===== config.mk =====
export PLATFORM = sky130hd
export DESIGN_NAME = multi_task_watchdog_supervisor_unit
export DESIGN_NICKNAME = d
export VERILOG_FILES = /design/src/rtl/core/wdsup_pkg.sv /design/src/rtl/core/wdsup_core.sv /design/src/rtl/core/multi_task_watchdog_supervisor_unit.sv
export SDC_FILE = /design/constraint.sdc
export NUM_CORES = 1
export LEC_CHECK = 0
export ABC_CLOCK_PERIOD_IN_PS = 7300
export BUFFER_PORTS_ARGS = -buffer_cell sky130_fd_sc_hd__buf_2
export CORE_MARGIN = 2
export CORE_UTILIZATION = 45
export CTS_CLUSTER_DIAMETER = 30
export CTS_CLUSTER_SIZE = 16
export DETAILED_ROUTE_END_ITERATION = 6
export SLEW_MARGIN = 15
export SYNTH_ARGS = -nofsm -noshare
export SYNTH_HDL_FRONTEND = slang
export SYNTH_SLANG_ARGS = --single-unit

===== constraint.sdc =====
create_clock -name clk -period 7.3 [get_ports clk]
set_input_delay 0 -clock clk [delete_from_list [all_inputs] [get_ports clk]]
set_output_delay 0 -clock clk [all_outputs]
set_load 0.02 [all_outputs]

===== src/rtl/core/wdsup_pkg.sv =====
// Shared types and constants for the multi-task watchdog supervisor.
// No dependencies; used by wdsup_core, wdsup_checker and the top level.
package wdsup_pkg;

  typedef enum logic [2:0] {
    KIND_REGISTER = 3'd0,
    KIND_CHECKIN  = 3'd1,
    KIND_EVALUATE = 3'd2,
    KIND_ENABLE   = 3'd3,
    KIND_DISABLE  = 3'd4,
    KIND_FAULT    = 3'd5
  } kind_t;

  localparam int unsigned TICK_W  = 32;
  localparam int unsigned CODE_W  = 4;
  localparam int unsigned ADDR_W  = 3;

  // word index of each config register (paddr[2])
  localparam logic REG_DEADLINE = 1'b0;
  localparam logic REG_GRACE    = 1'b1;

  localparam logic [TICK_W-1:0] DEADLINE_RST = 32'd327680;
  localparam logic [TICK_W-1:0] GRACE_RST    = 32'd983040;

  typedef struct packed {
    logic [2:0]        kind;
    logic [3:0]        task_index;
    logic [TICK_W-1:0] now_ticks;
    logic [CODE_W-1:0] fault_code;
  } cmd_t;

  typedef struct packed {
    logic              restart_pulse;
    logic [CODE_W-1:0] stall_code;
    logic [CODE_W-1:0] held_diagnostic;
    logic              supervisor_enabled;
  } res_t;

endpackage


===== src/rtl/core/wdsup_core.sv =====
// Supervisor state and combinational event evaluation over all tasks in parallel.
// Depends on wdsup_pkg.
module wdsup_core #(
  parameter int unsigned TASK_COUNT = 5
) (
  input  logic                           clk,
  input  logic                           rst_n,
  input  logic                           step,
  input  wdsup_pkg::cmd_t                cmd,
  input  logic [wdsup_pkg::TICK_W-1:0]   deadline,
  input  logic [wdsup_pkg::TICK_W-1:0]   grace,
  output wdsup_pkg::res_t                res
);

  logic                           armed_r, armed_nxt;
  logic [wdsup_pkg::TICK_W-1:0]   armed_time_r;
  logic [wdsup_pkg::TICK_W-1:0]   last_r [TASK_COUNT];
  logic [TASK_COUNT-1:0]          mon_r, mon_nxt;
  logic [wdsup_pkg::CODE_W-1:0]   diag_r, diag_nxt;

  logic                           idx_ok;
  logic [TASK_COUNT-1:0]          hit;
  logic [TASK_COUNT-1:0]          late;
  logic                           is_checkin;
  logic                           do_eval;
  logic                           in_grace;
  logic                           multi;
  logic [wdsup_pkg::CODE_W-1:0]   first;
  logic [wdsup_pkg::CODE_W-1:0]   code;
  logic [wdsup_pkg::CODE_W-1:0]   stall_code;
  logic [wdsup_pkg::TICK_W-1:0]   since_arm;

  assign idx_ok     = cmd.task_index < wdsup_pkg::CODE_W'(TASK_COUNT);
  assign is_checkin = cmd.kind == wdsup_pkg::KIND_CHECKIN;
  assign do_eval    = armed_r && ((cmd.kind == wdsup_pkg::KIND_EVALUATE) ||
                                  (is_checkin && idx_ok));
  assign since_arm  = cmd.now_ticks - armed_time_r;
  assign in_grace   = since_arm < grace;

  // the checking-in task has elapsed time zero, never late
  always_comb begin
    for (int t = 0; t < TASK_COUNT; t++) begin
      hit[t]  = cmd.task_index == 4'(t);
      late[t] = mon_r[t] && !(is_checkin && hit[t]) &&
                ((cmd.now_ticks - last_r[t]) > deadline);
    end
  end

  always_comb begin
    first = '0;
    for (int t = TASK_COUNT - 1; t >= 0; t--) begin
      if (late[t]) begin
        first = wdsup_pkg::CODE_W'(t + 1);
      end
    end
  end

  assign multi      = |(late & (late - TASK_COUNT'(1)));
  assign code       = multi ? wdsup_pkg::CODE_W'(TASK_COUNT + 1) : first;
  assign stall_code = (do_eval && !in_grace) ? code : '0;

  always_comb begin
    armed_nxt = armed_r;
    mon_nxt   = mon_r;
    diag_nxt  = diag_r;
    case (cmd.kind)
      wdsup_pkg::KIND_REGISTER: begin
        if (idx_ok) begin
          mon_nxt = mon_r | hit;
        end
      end
      wdsup_pkg::KIND_ENABLE: begin
        armed_nxt = 1'b1;
      end
      wdsup_pkg::KIND_DISABLE: begin
        if (armed_r) begin
          armed_nxt = 1'b0;
          mon_nxt   = '0;
        end
      end
      wdsup_pkg::KIND_FAULT: begin
        if (cmd.fault_code != '0 && diag_r == '0) begin
          diag_nxt = cmd.fault_code;
        end
      end
      default: begin
      end
    endcase
    if (stall_code != '0 && diag_r == '0) begin
      diag_nxt = stall_code;
    end
  end

  assign res.restart_pulse      = do_eval && (in_grace || code == '0);
  assign res.stall_code         = stall_code;
  assign res.held_diagnostic    = diag_nxt;
  assign res.supervisor_enabled = armed_nxt;

  always_ff @(posedge clk) begin
    if (!rst_n) begin
      armed_r <= 1'b0;
      mon_r   <= '0;
      diag_r  <= '0;
    end else if (step) begin
      armed_r <= armed_nxt;
      mon_r   <= mon_nxt;
      diag_r  <= diag_nxt;
    end
  end

  // timestamps are only read after an enable has written them all
  always_ff @(posedge clk) begin
    if (step) begin
      if (cmd.kind == wdsup_pkg::KIND_ENABLE) begin
        armed_time_r <= cmd.now_ticks;
      end
      for (int t = 0; t < TASK_COUNT; t++) begin
        if (cmd.kind == wdsup_pkg::KIND_ENABLE) begin
          last_r[t] <= cmd.now_ticks;
        end else if (hit[t] && idx_ok &&
                     (cmd.kind == wdsup_pkg::KIND_REGISTER || (is_checkin && armed_r))) begin
          last_r[t] <= cmd.now_ticks;
        end
      end
    end
  end

endmodule


===== src/rtl/core/multi_task_watchdog_supervisor_unit.sv =====
// Top level: event and result channels, APB config registers, pipeline registers.
// Depends on wdsup_pkg and wdsup_core.
//
//   channel  direction  handshake          payload
//   in_      input      in_valid/in_stall  kind, task_index, now_ticks, fault_code
//   out_     output     out_valid/out_stall restart_pulse, stall_code,
//                                           held_diagnostic, supervisor_enabled
//   cfg      APB        psel/penable/pready checkin deadline (0x0), startup grace (0x4)
//
// One beat per cycle while out_stall does not hold the pipeline: input register, then
// evaluation of all tasks in parallel into the result register.
// Synchronous active-low reset clears the pipeline valids, armed bit,
// monitored flags and diagnostic latch; config registers return to defaults.
// out_stall holds the result register; in_stall rises only when both stages are full.
module multi_task_watchdog_supervisor_unit #(
  parameter int unsigned TASK_COUNT = 5
) (
  input  logic                               clk,
  input  logic                               rst_n,
  input  logic                               in_valid,
  output logic                               in_stall,
  input  logic [2:0]                         in_kind,
  input  logic [3:0]                         in_task_index,
  input  logic [wdsup_pkg::TICK_W-1:0]       in_now_ticks,
  input  logic [wdsup_pkg::CODE_W-1:0]       in_fault_code,
  output logic                               out_valid,
  input  logic                               out_stall,
  output logic                               out_restart_pulse,
  output logic [wdsup_pkg::CODE_W-1:0]       out_stall_code,
  output logic [wdsup_pkg::CODE_W-1:0]       out_held_diagnostic,
  output logic                               out_supervisor_enabled,
  input  logic                               psel,
  input  logic                               penable,
  input  logic                               pwrite,
  input  logic [wdsup_pkg::ADDR_W-1:0]       paddr,
  input  logic [31:0]                        pwdata,
  output logic [31:0]                        prdata,
  output logic                               pready
);

  logic [wdsup_pkg::TICK_W-1:0] deadline_r;
  logic [wdsup_pkg::TICK_W-1:0] grace_r;
  logic                         cfg_wr;

  logic                         in_v_r;
  wdsup_pkg::cmd_t              cmd_r;
  logic                         out_v_r;
  wdsup_pkg::res_t              res_r;
  wdsup_pkg::res_t              res;
  logic                         advance;
  logic                         in_load;

  assign pready = 1'b1;
  assign cfg_wr = psel && penable && pwrite && pready;
  assign prdata = (paddr[2] == wdsup_pkg::REG_GRACE) ? grace_r : deadline_r;

  always_ff @(posedge clk) begin
    if (!rst_n) begin
      deadline_r <= wdsup_pkg::DEADLINE_RST;
      grace_r    <= wdsup_pkg::GRACE_RST;
    end else if (cfg_wr) begin
      if (paddr[2] == wdsup_pkg::REG_GRACE) begin
        grace_r <= pwdata;
      end else begin
        deadline_r <= pwdata;
      end
    end
  end

  assign advance  = !out_v_r || !out_stall;
  assign in_stall = in_v_r && !advance;
  assign in_load  = in_valid && !in_stall;

  always_ff @(posedge clk) begin
    if (!rst_n) begin
      in_v_r  <= 1'b0;
      out_v_r <= 1'b0;
    end else begin
      if (!in_v_r || advance) begin
        in_v_r <= in_valid;
      end
      if (advance) begin
        out_v_r <= in_v_r;
      end
    end
  end

  always_ff @(posedge clk) begin
    if (in_load) begin
      cmd_r.kind       <= in_kind;
      cmd_r.task_index <= in_task_index;
      cmd_r.now_ticks  <= in_now_ticks;
      cmd_r.fault_code <= in_fault_code;
    end
    if (advance && in_v_r) begin
      res_r <= res;
    end
  end

  wdsup_core #(
    .TASK_COUNT(TASK_COUNT)
  ) u_core (
    .clk      (clk),
    .rst_n    (rst_n),
    .step     (advance && in_v_r),
    .cmd      (cmd_r),
    .deadline (deadline_r),
    .grace    (grace_r),
    .res      (res)
  );

  assign out_valid              = out_v_r;
  assign out_restart_pulse      = res_r.restart_pulse;
  assign out_stall_code         = res_r.stall_code;
  assign out_held_diagnostic    = res_r.held_diagnostic;
  assign out_supervisor_enabled = res_r.supervisor_enabled;

endmodule


# After elaboration in Yosys (flattened, before gate mapping)
# Memory sizes are Yosys's and may differ from the RTL's.
# Index checks and enable logic that the tools add are counted.
# classes
mux	43
n_eq_ne	11
n_reduce_logical	65
addsub	7
bitwise	8
magnitude_cmp	7
# ops
op	n
2-to-1 mux 32 bit	6
subtractor 32 bit	6
> comparator 32 bit	5
logical AND 1 bit	37
< comparator 32 bit	1
2-to-1 mux 1 bit	23
2-to-1 mux 3 bit	6
2-to-1 mux 4 bit	4
logical NOT 4 bit	3
logical NOT 1 bit	11
2-to-1 mux 5 bit	2
one-hot mux 5 bit (2 select lines)	1
== test 4 x 2 -> 1 bit (second input constant)	2
nonzero test 4 bit	2
== test 3 x 2 -> 1 bit (second input constant)	2
== test 3 bit (second input constant)	2
AND reduction 2 bit	3
AND 5 bit	1
logical OR 1 bit	5
OR 1 bit	5
OR 5 bit	1
OR reduction 5 bit	1
subtractor 5 x 1 -> 5 bit (second input constant)	1
== test 4 x 1 -> 1 bit (second input constant)	1
9 further kinds	10
# totals
out_inout_bits	45
memories	1
mem_bits_rw	160
inputBits	85
ff_bits	161
# mem_list
name	words	word_bits	read_ports	rd_ports_with_merged_regs	write_ports	line_no	text
u_core.last_r	5	32	5	0	5	wdsup_core.sv:17	logic [wdsup_pkg::TICK_W-1:0] last_r [TASK_COUNT];

# Longest topological paths before layout
# depth
word_depth	15
mapped_depth	25
ltp_nobuf	25

# Modules after synthesis
# A second synthesis with hierarchy kept.
# unflattened
hier_cells	2551
area_unflattened_um2	24691.2
# by_module_without_submodules
mod	cells_per_inst	area_each_um2	instances	seq_area_each_um2
wdsup_core	2206	20141.8	1	5965.7
multi_task_watchdog_supervisor_unit	345	4549.4	1	2912.8

# Worst setup path before layout
# Ideal clock, no wire load.
# synth_timing
path_type	reg-to-reg
startpoint	register cmd_r[5] in the netlist's numbering
endpoint	register res_r, in the netlist out_held_diagnostic[0] (data pin)
path_stages_with_launch	22
setup_slack_ns	2.407
arrival_time_ns	4.629
setup_ns	0.264
synth_period_minus_slack_ns	4.893
required_time_ns	7.036
cell_sequence	edfxtp_1 ha_1 nor2b_1 o211ai_1 a31oi_1 a211oi_1 o21ai_0 a31o_2 a221o_1 a31o_2 a21oi_1 xnor2_1 ha_1 nand4_1 nor3_1 nand4_1 o21ai_0 o21bai_1 o31ai_1 xor2_1 a21oi_1 o31ai_1
# synth_lines
item	line_no	text
from (decl)	multi_task_watchdog_supervisor_unit.sv:46	wdsup_pkg::cmd_t cmd_r;
to (signal assigned)	multi_task_watchdog_supervisor_unit.sv:96	res_r <= res;
to (decl)	multi_task_watchdog_supervisor_unit.sv:48	wdsup_pkg::res_t res_r;

==> summary.txt <==
Timing
  • Slew of the pin with the lowest slew margin: 1.16 ns
  • Setup Viol. Count Final: 0
  • Post-route setup TNS: 0 ns
  • Fmax: 163 MHz
  • Slack of the critical path: 1.16 ns
  • Layout Skew: 0.0225 ns
  • Hold Fails Final Rpt: 0
  • Fin. max-slew vios: 0
  • Slew margin rel.: 21.8%
  • RSZ-0062 raised after global routing: no
  • Tmin final: 6.14 ns
  • Tcrit/Tclk final: 84.1%

Yosys
  • Post-Synthesis Cells: 2589
  • Post-synthesis mux area share: 0.128%
  • Count leader, synth: ha_1
  • Register area share after synthesis: 36.3%
  • Largest family of logic cells by synthesized area: compound AO/OA/AOI/OAI gates
  • Top FF cell, synth: edfxtp_1
  • Synth cell count leaders: ha_1 (377), inv_1 (301), edfxtp_1 (244)
  • Adder-Cell Fraction of Synth Area: 19.9%
  • Yosys reg bits: 320
  • Number of different library cells in the post-synthesis netlist: 73
  • Area leader, netlist: edfxtp_1
  • Post-synthesis xor/xnor area fraction: 6.18%
  • Synth Area in Compound Gates: 20.7%
  • Yosys top cell area share: 30.1%
  • Ys Warns: 0
  • Post-synthesis simple-gate area fraction: 11.6%
  • Mapped Avg Cell Area: 9.41 sq um
  • Synth area leaders: edfxtp_1 (30%), ha_1 (19%), dfxtp_1 (6.2%), inv_1 (4.6%), a21oi_1 (4.6%)
  • Synth Cell Area: 0.0244 sq mm
  • Post-Syn Nets: 3057
  • Fraction of registers with async set/reset: 0%
  • Post-synth EDFFs: 244

Global route
  • First-pass GRT wire length: 99800 um
  • Vias in the first global route: 20057
  • Largest net degree at the start of global routing: 73
  • GRT overflow: 0
  • Global-route usage over all layers: 22.3%
  • Initial antenna violation count: 0

Clocking
  • Sink Count: 320
  • CTS-repair resized insts: 0
  • CTS Buf Count: 93
  • Htree depth: 3
  • Root Buffer: clkbuf_16
  • CTS clock-pin slew for the worst setup and hold paths: 0.05 ns
  • Worst-skew pair later-pin latency: 0.62 ns
  • Postcts setup bufs: 0
  • Hold-fix buffers, CTS: 80
  • CTS tree: done
  • CTS max path bufs: 3

Worst setup path
  • Worst path arrival time: 6.49 ns
  • Setup crit end kind: flip-flop
  • R2R depth: 22
  • Critical Path Start Type: flip-flop
  • Critical path class: flip-flop to flip-flop
  • WP data required: 7.65 ns
  • Crit path max fanout: 7

Route
  • Top sig layer: met4
  • Met2 WL: 29100 um
  • Drt via density: 5.53
  • Antenna-violating nets left: 0
  • Pre-Repair DR Iteration Count: 7
  • Wire per inst: 17.3 um
  • Iteration-0 DRC Markers: 1046
  • # DRC: 0
  • M1 WL: 29200 um
  • Drt total wl: 63100 um
  • DR vias: 20166
  • Met3 Wirelength: 2920 um

Hold path
  • Hold path depth: 5
  • Hold Crit Class: input pin to flip-flop

Layout
  • Final nets: 3337
  • Storage cell area: 0.00885 sq mm
  • Area of the multi-input gates: 0.0143 sq mm
  • Final Util: 55.6%
  • Share of cells above drive strength 1: 11.1%
  • Design Area, Final: 0.0299 sq mm
  • Fillers: 4677
  • P&R area growth vs syn: 22.6%

Power
  • Clock power frac: 55.8%
  • Maximum vdd drop: 0.176 mV
  • Sequential share of power: 28.7%
  • Total Power: 7.21 mW
  • Int Pwr: 5.37 mW
  • Pleak: 13.0 nW
  • Power per standard cell area: 241 mW/mm^2
  • Switching Fraction: 25.6%
  • Sw Pwr: 1.84 mW
  • Logic pwr share: 15.5%

Placed design
  • DP Wirelength: 48200 um
  • Place WS: 1.23 ns
  • RePlAce Congestion: 0.913
  • Placed Area: 0.0259 sq mm
  • Port Buf Inserts: 125

Die
  • Initial Utilization: 45.4%
  • Die ar.: 0.0560 sq mm
  • Row Count: 85
  • Chip Width: 237 um
  • Boundary pin count: 130
  • Die Ht: 237 um
  • Core area: 0.0537 sq mm

Flow run
  • Maxcap violations: 0

Run status
  • Outcome: completed
[stage by stage]
step	std cells	hold WS [ns]
after floorplan	2589	0.0989
after global placement	3390	0.177
after detailed placement	3390	0.178
after CTS	3643	0.0224
after global routing	3643	0.0608
final	3644	0.0571
[cell families (layout without fill, tap and decap cells)]
family,count (synthesis),after routing
compound gates,766,766
xor+xnor,172,172
fa+ha+maj,383,383
buf+inv,337,695
flops,320,320
mux,3,3
other cells,2,3
simple gates,606,606
[final cells by class]
cell class | count | share of cell area [%]
sequential | 320 | 29.6
timing repair buffer | 221 | 5.18
inverter | 301 | 3.78
clock inverter | 50 | 1.81
multi-input combinational | 1932 | 47.9
clock buffer | 123 | 8.83
tap | 696 | 2.92
antenna | 1 | 0.00838
[worst paths after layout]
kind | slack [ns] | to | startpoint
worst max-delay path | 1.16 | out_held_diagnostic[2] | cmd_r[4]
worst min-delay path | 0.06 | grace_r[13] | penable
worst max register to register | 1.16 | out_held_diagnostic[2] | cmd_r[4]
worst min register to register | 0.46 | deadline_r[7] | deadline_r[7]
[worst max-delay path, stage by stage, from the launching register on]
cell and delay, ns:
edfxtp_1 0.50, inv_1 0.27, ha_1 0.24, inv_1 0.07, fa_1 0.41, a21o_1 0.21, a31oi_1 0.22, o21a_1 0.22
o41ai_2 0.15, a221o_1 0.35, o31a_1 0.29, o21a_1 0.18, nor2_1 0.16, xnor2_1 0.14, ha_1 0.25, nand4_1 0.15
a21oi_1 0.06, a2111oi_0 0.43, o211ai_1 0.13, o21ai_0 0.87, a21boi_0 0.29, o21a_1 0.17, o21ai_0 0.11
[layer usage]
metal / track usage [%] / vias to the layer above
li1: - / 9978
met1: 28.7 / 9509
met2: 37.5 / 543
met3: 3.66 / 136
met4: 8.48 / 0
met5: 0 / -
[power by group through the flow]
stage	clock network, mW	registers (mW)	logic, mW
finish	4.02	2.07	1.12
global route	4.18	2.08	1.26
CTS	4.09	2.07	1.12
detailed placement	0	2.10	1.07
global placement	0	2.10	1.03
floorplan	0	2.08	0.804
[layout by cell type, fill, tap and decap left out, drive strengths merged, types with 10 or more instances in the layout]
cell type	netlist	final
dlygate4sd3	0	80
or3	10	10
a21oi	223	223
nor2b	31	31
o21bai	30	30
a31oi	18	18
nor3	32	32
o21ai	136	136
clkinv	0	32
o21a	28	28
and3	26	26
ha	377	377
nand2	238	238
inv	301	304
bufinv	0	10
or2	12	12
a211oi	12	12
edfxtp	244	244
nor2	126	126
clkbuf	31	123
nand3	47	47
nand4	40	40
o211ai	22	22
dfxtp	76	76
buf	5	141
xnor2	124	124
nand2b	15	15
xor2	48	48
a2111oi	10	10
a21o	132	132
a21boi	68	68
[state kept, by name (all words and copies together), names as in the netlist]
signal / cells
u_core.last_r: 160
cmd_r: 43
deadline_r: 32
grace_r: 32
u_core.armed_time_r: 32
u_core.mon_r: 5
out_held_diagnostic: 4
u_core.diag_r: 4
out_stall_code: 3
in_v_r: 1
out_restart_pulse: 1
out_supervisor_enabled: 1
out_valid: 1
u_core.armed_r: 1
Power figures use the tool's default switching activity.
